<file path="config.mk">
export PLATFORM = sky130hd
export DESIGN_NAME = framed_uart_receiver_dual_checksum_unit
export DESIGN_NICKNAME = d
export VERILOG_FILES = /design/src/hw/rtl/fudc_pkg.sv /design/src/hw/rtl/framed_uart_receiver_dual_checksum_unit.sv
export SDC_FILE = /design/constraint.sdc
export NUM_CORES = 1
export LEC_CHECK = 0
export BUFFER_PORTS_ARGS = -buffer_cell sky130_fd_sc_hd__buf_2
export CAP_MARGIN = 10
export CORE_MARGIN = 5
export CORE_UTILIZATION = 57
export CTS_BUF_LIST = sky130_fd_sc_hd__clkbuf_8
export DETAILED_ROUTE_END_ITERATION = 16
export PLACE_DENSITY = 0.81
export SLEW_MARGIN = 20
export SYNTH_ARGS = -nofsm -noshare
export SYNTH_HDL_FRONTEND = slang
export SYNTH_SLANG_ARGS = --single-unit
</file>
<file path="constraint.sdc">
create_clock -name clock -period 2.95 [get_ports clock]
set_input_delay 0.295 -clock clock [delete_from_list [all_inputs] [get_ports clock]]
set_output_delay 0.295 -clock clock [all_outputs]
set_load 0.01 [all_outputs]
</file>
<file path="src/hw/rtl/fudc_pkg.sv">
// ----------------------------------------------------------------------------
// fudc_pkg
// Shared codes and field widths for the framed byte receiver with sum and
// add checks.
// ----------------------------------------------------------------------------
package fudc_pkg;

   localparam int unsigned ByteWidth   = 8;
   localparam int unsigned PhaseWidth  = 3;
   localparam int unsigned StatusWidth = 2;
   localparam int unsigned IndexWidth  = 1;

   // rsp tdata: payload_byte, byte_index, function_id, payload_length,
   // frame_status = 34 bits, padded to 5 bytes
   localparam int unsigned RspDataWidth = 40;

   // parser phases
   localparam logic [PhaseWidth-1:0] PH_HUNT = 3'd0;
   localparam logic [PhaseWidth-1:0] PH_ADDR = 3'd1;
   localparam logic [PhaseWidth-1:0] PH_ID   = 3'd2;
   localparam logic [PhaseWidth-1:0] PH_LEN  = 3'd3;
   localparam logic [PhaseWidth-1:0] PH_DATA = 3'd4;
   localparam logic [PhaseWidth-1:0] PH_SUM  = 3'd5;
   localparam logic [PhaseWidth-1:0] PH_ADD  = 3'd6;

   // result kinds (rsp_tuser)
   localparam logic KIND_PAYLOAD = 1'b0;
   localparam logic KIND_VERDICT = 1'b1;

   // verdict status codes
   localparam logic [StatusWidth-1:0] STAT_GOOD     = 2'd0;
   localparam logic [StatusWidth-1:0] STAT_SUM_FAIL = 2'd1;
   localparam logic [StatusWidth-1:0] STAT_ADD_FAIL = 2'd2;

   // configuration register indexes
   localparam logic [IndexWidth-1:0] REG_HEADER  = 1'd0;
   localparam logic [IndexWidth-1:0] REG_ADDRESS = 1'd1;

   localparam logic [ByteWidth-1:0] HeaderReset  = 8'd170;
   localparam logic [ByteWidth-1:0] AddressReset = 8'd255;

endpackage

</file>
<file path="src/hw/rtl/framed_uart_receiver_dual_checksum_unit.sv">
// ----------------------------------------------------------------------------
// framed_uart_receiver_dual_checksum_unit
// Byte-stream frame parser: header, address, function id, length, payload,
// sum check, add check. Streams payload beats and one verdict per frame.
// ----------------------------------------------------------------------------
// Takes one received byte per req beat and can accept a byte every clock
// cycle unless the rsp output register is full and stalled. Each byte is
// parsed in the cycle it is accepted; a resulting beat (payload byte or
// end-of-frame verdict) lands in the rsp output register in the next cycle.
// req_tready is high whenever that output register is empty or is being
// drained in the same cycle, so back-to-back bytes flow at full rate as long
// as the sink keeps rsp_tready high. Payload beats carry kind 0 with the byte
// and its index; the verdict (kind 1) carries status good, sum check mismatch
// or add check mismatch (sum mismatch wins if both fail). The sink should
// commit a frame's payload only on a good verdict. A failed address byte drops
// the frame; if it equals the header value it restarts a frame. Header and
// address values are written through the csr port; the user must write them
// only while the block is idle, as the block itself does not enforce this.
// ----------------------------------------------------------------------------
module framed_uart_receiver_dual_checksum_unit
   import fudc_pkg::*;
(
   input  logic                    clock,
   input  logic                    reset,
   // byte input
   input  logic                    req_tvalid,
   output logic                    req_tready,
   input  logic [ByteWidth-1:0]    req_tdata,   // [7:0] rx_byte
   // result output
   output logic                    rsp_tvalid,
   input  logic                    rsp_tready,
   output logic [RspDataWidth-1:0] rsp_tdata,   // [7:0] payload_byte,
                                                // [15:8] byte_index,
                                                // [23:16] func_id,
                                                // [31:24] payload_length,
                                                // [33:32] frame_status,
                                                // [39:34] zero
   output logic                    rsp_tuser,   // [0] result_kind
   // configuration
   input  logic                    csr_we,
   input  logic [IndexWidth-1:0]   csr_index,
   input  logic [ByteWidth-1:0]    csr_wdata
);

   // config registers
   logic [ByteWidth-1:0] header_ff,  header_in;
   logic [ByteWidth-1:0] address_ff, address_in;

   // parser state
   logic [PhaseWidth-1:0] phase_ff,   phase_in;
   logic [ByteWidth-1:0]  fid_ff,     fid_in;
   logic [ByteWidth-1:0]  flen_ff,    flen_in;
   logic [ByteWidth-1:0]  seen_ff,    seen_in;
   logic [ByteWidth-1:0]  sum_ff,     sum_in;
   logic [ByteWidth-1:0]  add_ff,     add_in;
   logic                  sfail_ff,   sfail_in;

   // output register
   logic                   ovalid_ff,  ovalid_in;
   logic                   okind_ff,   okind_in;
   logic [ByteWidth-1:0]   obyte_ff,   obyte_in;
   logic [ByteWidth-1:0]   oidx_ff,    oidx_in;
   logic [ByteWidth-1:0]   ofid_ff,    ofid_in;
   logic [ByteWidth-1:0]   olen_ff,    olen_in;
   logic [StatusWidth-1:0] ostat_ff,   ostat_in;

   logic                 accept;
   logic                 emit;
   logic [ByteWidth-1:0] rx;
   logic [ByteWidth-1:0] acc_sum;    // running sum with this byte added
   logic [ByteWidth-1:0] acc_add;
   logic [ByteWidth-1:0] seen_inc;

   assign req_tready = !ovalid_ff || rsp_tready;
   assign accept     = req_tvalid && req_tready;
   assign rx         = req_tdata;
   assign acc_sum    = sum_ff + rx;
   assign acc_add    = add_ff + acc_sum;
   assign seen_inc   = seen_ff + 8'd1;

   // config writes; index beyond the list is ignored by the decode
   always_comb begin
      header_in  = header_ff;
      address_in = address_ff;
      if (csr_we) begin
         unique case (csr_index)
            REG_HEADER:  header_in  = csr_wdata;
            REG_ADDRESS: address_in = csr_wdata;
            default: ;
         endcase
      end
   end

   // one byte of parsing
   always_comb begin
      phase_in = phase_ff;
      fid_in   = fid_ff;
      flen_in  = flen_ff;
      seen_in  = seen_ff;
      sum_in   = sum_ff;
      add_in   = add_ff;
      sfail_in = sfail_ff;
      emit     = 1'b0;
      okind_in = KIND_PAYLOAD;
      obyte_in = '0;
      oidx_in  = '0;
      ofid_in  = fid_ff;
      olen_in  = flen_ff;
      ostat_in = STAT_GOOD;

      if (accept) begin
         unique case (phase_ff)
            PH_ADDR: begin
               // address match has priority over a header restart
               if (rx == address_ff) begin
                  sum_in   = acc_sum;
                  add_in   = acc_add;
                  phase_in = PH_ID;
               end else if (rx == header_ff) begin
                  sum_in   = rx;
                  add_in   = rx;
                  sfail_in = 1'b0;
                  phase_in = PH_ADDR;
               end else begin
                  phase_in = PH_HUNT;
               end
            end
            PH_ID: begin
               sum_in   = acc_sum;
               add_in   = acc_add;
               fid_in   = rx;
               phase_in = PH_LEN;
            end
            PH_LEN: begin
               sum_in   = acc_sum;
               add_in   = acc_add;
               flen_in  = rx;
               seen_in  = '0;
               phase_in = (rx == '0) ? PH_SUM : PH_DATA;
            end
            PH_DATA: begin
               sum_in   = acc_sum;
               add_in   = acc_add;
               emit     = 1'b1;
               okind_in = KIND_PAYLOAD;
               obyte_in = rx;
               oidx_in  = seen_ff;
               seen_in  = seen_inc;
               if (seen_inc == flen_ff) begin
                  phase_in = PH_SUM;
               end
            end
            PH_SUM: begin
               sfail_in = (rx != sum_ff);
               phase_in = PH_ADD;
            end
            PH_ADD: begin
               emit     = 1'b1;
               okind_in = KIND_VERDICT;
               if (sfail_ff) begin
                  ostat_in = STAT_SUM_FAIL;
               end else if (rx != add_ff) begin
                  ostat_in = STAT_ADD_FAIL;
               end else begin
                  ostat_in = STAT_GOOD;
               end
               phase_in = PH_HUNT;
            end
            default: begin
               // hunting for a header (also catches the unused code)
               if (rx == header_ff) begin
                  sum_in   = rx;
                  add_in   = rx;
                  sfail_in = 1'b0;
                  phase_in = PH_ADDR;
               end else begin
                  phase_in = PH_HUNT;
               end
            end
         endcase
      end
   end

   // output slot: load on a beat-producing byte, clear when drained
   always_comb begin
      ovalid_in = ovalid_ff;
      if (rsp_tready) begin
         ovalid_in = 1'b0;
      end
      if (emit) begin
         ovalid_in = 1'b1;
      end
   end

   always_ff @(posedge clock) begin
      if (reset) begin
         header_ff  <= HeaderReset;
         address_ff <= AddressReset;
         phase_ff   <= PH_HUNT;
         fid_ff     <= '0;
         flen_ff    <= '0;
         seen_ff    <= '0;
         sum_ff     <= '0;
         add_ff     <= '0;
         sfail_ff   <= 1'b0;
         ovalid_ff  <= 1'b0;
      end else begin
         header_ff  <= header_in;
         address_ff <= address_in;
         phase_ff   <= phase_in;
         fid_ff     <= fid_in;
         flen_ff    <= flen_in;
         seen_ff    <= seen_in;
         sum_ff     <= sum_in;
         add_ff     <= add_in;
         sfail_ff   <= sfail_in;
         ovalid_ff  <= ovalid_in;
      end
   end

   // beat payload, no reset needed
   always_ff @(posedge clock) begin
      if (emit) begin
         okind_ff <= okind_in;
         obyte_ff <= obyte_in;
         oidx_ff  <= oidx_in;
         ofid_ff  <= ofid_in;
         olen_ff  <= olen_in;
         ostat_ff <= ostat_in;
      end
   end

   assign rsp_tvalid = ovalid_ff;
   assign rsp_tuser  = okind_ff;
   assign rsp_tdata  = {6'd0, ostat_ff, olen_ff, ofid_ff, oidx_ff, obyte_ff};

endmodule

</file>
==> impl_results.md <==
* Die Height at 103 um
* Initial Util at 57.4%
* IO Port Bufs at 58
* Clk sinks at 96
* Total CTS buffers at 9
* Total global-route track usage at 21.6%
* Worst slew margin at 60.1%
* Ant diodes at 0
* Worst EP arrival at 3.15 ns
* Crit path max fanout at 5
* Worst EP required at 3.19 ns
* Crit-path most repeated cell: a21oi_2
* Die width at 103 um
* Tightest Pin Transition at 0.597 ns
* Max_cap viols at 0
* Setup-failing EPs final at 0
* Most frequent cells in the layout: nor2_1 (64), dfxtp_1 (60), buf_2 (58)
* Total negative slack at 0 ns
* First-pass GRT wire length at 17.8 mm
* Vias per cell at 5.89
* Pwr per Cell Area at 436 nW/um^2
* Crit-path slowest cell: or4_4
* IO Count at 65
* Reg clk slew, reported paths at 0.10 ns
* Max stage delay on crit path at 0.45 ns
* Worst setup EP type: flip-flop
* DP HPWL at 7.77 mm
* Setup crit start kind: flip-flop
* Critical path type: flip-flop to flip-flop
* Synthesized area per cell at 9.52 um^2
* Inst Count DP at 664
* Peak VDD IR at 0.000240 V
* Post-synthesis cell type count at 56
* Layout Skew at 0.0124 ns
* CTS Hold Bufs at 0
* H-Tree Depth at 3
* Clock root buffer: clkbuf_8
* Synth warn at 0
* Die area at 10,600 um^2
* EDFF count, synth at 35
* Layout cells sized above 1 at 19.9%
* Synth top area cells: dfxtp_1 (25%), edfxtp_1 (21%), nor2_1 (4.9%)
* Drt total wl at 11.3 mm
* Share of the synthesized area in the top cell type at 24.8%
* Fill cells at 705
* DR vias at 4,008
* Antenna viol nets, final at 0
* Cell row count at 34
* Pin count of the biggest net entering global routing at 58
* CTS tree: yes
* Number of detailed-route iterations in the first pass at 6
* Pwr Total at 2.42 mW
* Cells after synthesis at 518
* Min-delay worst type: input pin to flip-flop
* Cell Area, Synth at 4930 um^2
* Final Hold Fails at 0
* Final Critical Period at 2.91 ns
* # DRC at 0
* Nets at 607
* Register area share after synthesis at 46.1%
* P&R area growth vs syn at 12.5%
* Ys flop type: dfxtp_1
* Fin cells at 681
* Post-place setup slack at -0.144 ns
* Share of the core filled with cells at 64.5%
* Commonest non-fill, non-tap cell in the layout: nor2_1
* Critical-path cell list: ha_1 > nor2b_2 > o31a_1 > or4_4 > nand3_4 > ha_4 > o21a_1 > nor2_2 > a21oi_2 > xnor3_1 > nand2_1 > a21oi_2
* Vias in the first global route at 3,867
* Final setup margin at 0.0406 ns
* Final Slew Violations at 0
* Total grt overflow at 0
* Outcome: finished clean
* CTS Buffer Depth at 2
* FMAX at 0.344 GHz
* Initial antenna violation count at 0
* Routability Congestion at 0.912
* Wirelength per Cell at 16.6 um
* Worst skew pair latency at 0.38 ns
* Final worst path period share at 98.6%
* Area leader, netlist: dfxtp_1
* Core Region at 8590 um^2
* Asr flop ratio synth at 0%
* Initial DRC count at 236
* Lkg Pwr at 2.32 nW
* Seq cells post-synth at 96
## registers in the layout (all words and copies together), names as in the netlist, 2 cells and up
| name | flops |
|---|---|
| flen_ff | 8 |
| fid_ff | 8 |
| header_ff | 8 |
| ofid_ff | 8 |
| phase_ff | 3 |
| olen_ff | 8 |
| address_ff | 8 |
| add_ff | 8 |
| seen_ff | 8 |
| obyte_ff | 8 |
| oidx_ff | 8 |
| ostat_ff | 2 |
| sum_ff | 8 |
## metal layers
layer  wire length (um)  track usage (%)  part of all wire (%)  up-vias
li1                   -                -                     -     1912
met2               5480             35.6                    48      156
met5                  0                0                     0        -
met4                459             14.1                   4.1        0
met1               4600             26.5                    41     1905
met3                787             2.91                   6.9       35
## path summary, 6_finish.rpt
check	startpoint	endpoint	slack, ns	cells past startpoint
hold / removal	csr_wdata[5]	header_ff[5]	0.15	3
setup reg to reg	sum_ff[2]	add_ff[7]	0.04	12
setup / recovery	sum_ff[2]	add_ff[7]	0.04	12
hold reg to reg	fid_ff[6]	ofid_ff[6]	0.44	0
## worst max-delay path, delay by kind of cell, from the launching register on
| kind | cells | cell delay [ns] |
|---|---|---|
| AO/OA/AOI/OAI | 4 | 0.56 |
| adder cells (fa/ha/maj) | 2 | 0.57 |
| AND/OR/NAND/NOR | 5 | 0.99 |
| flip-flops | 1 | 0.33 |
| XOR/XNOR | 1 | 0.34 |
## synthesized netlist by cell type, drive strengths merged, types with 12 or more instances
master	n
clkbuf	20
xnor2	22
edfxtp	35
and3	26
dfxtp	61
a21oi	37
o21ai	18
nor2	65
mux2i	12
ha	15
buf	19
inv	15
nand2	37
xor2	24
## cell families after synthesis
kind of cell	after synthesis	synth area share [%]
simple gates	182	18.4
compound gates	109	14.5
flops	96	46.1
buf+inv	54	5.33
xor+xnor	47	8.62
fa+ha+maj	17	4.62
mux	12	2.44
other cells	1	0.0760
## area by class of cell
cell class                 count  area [um^2]  share of cell area (%)
clock inverter                 7         70.1                    1.26
inverter                      15         56.3                    1.02
sequential                    96         2270                    41.0
tap                          108          135                    2.44
clock buffer                   9          124                    2.23
timing repair buffer          73          403                    7.26
multi-input combinational    373         2480                    44.8
## per-stage QoR
step	area, um^2	hold WS, ns
3_5_place_dp	5280	0.420
4_1_cts	5480	0.139
3_3_place_gp	5280	0.413
2_1_floorplan	4950	0.408
5_1_grt	5550	0.158
6_report	5550	0.148
## power breakdown
part | total [mW] | internal, mW | leakage (nW) | switching, mW
registers | 1.39 | 1.38 | 0.819 | 0.0103
clock network | 0.842 | 0.330 | 0.100 | 0.513
logic | 0.191 | 0.0769 | 1.40 | 0.114
## timing repair
item	4_1_cts	5_1_grt
pin swaps	0	7
gates resized for setup	4	13
buffers inserted	0	1
hold endpoints to repair	0	0
setup endpoints to repair	1	2
Note: power is estimated with default switching activity, not from simulation.
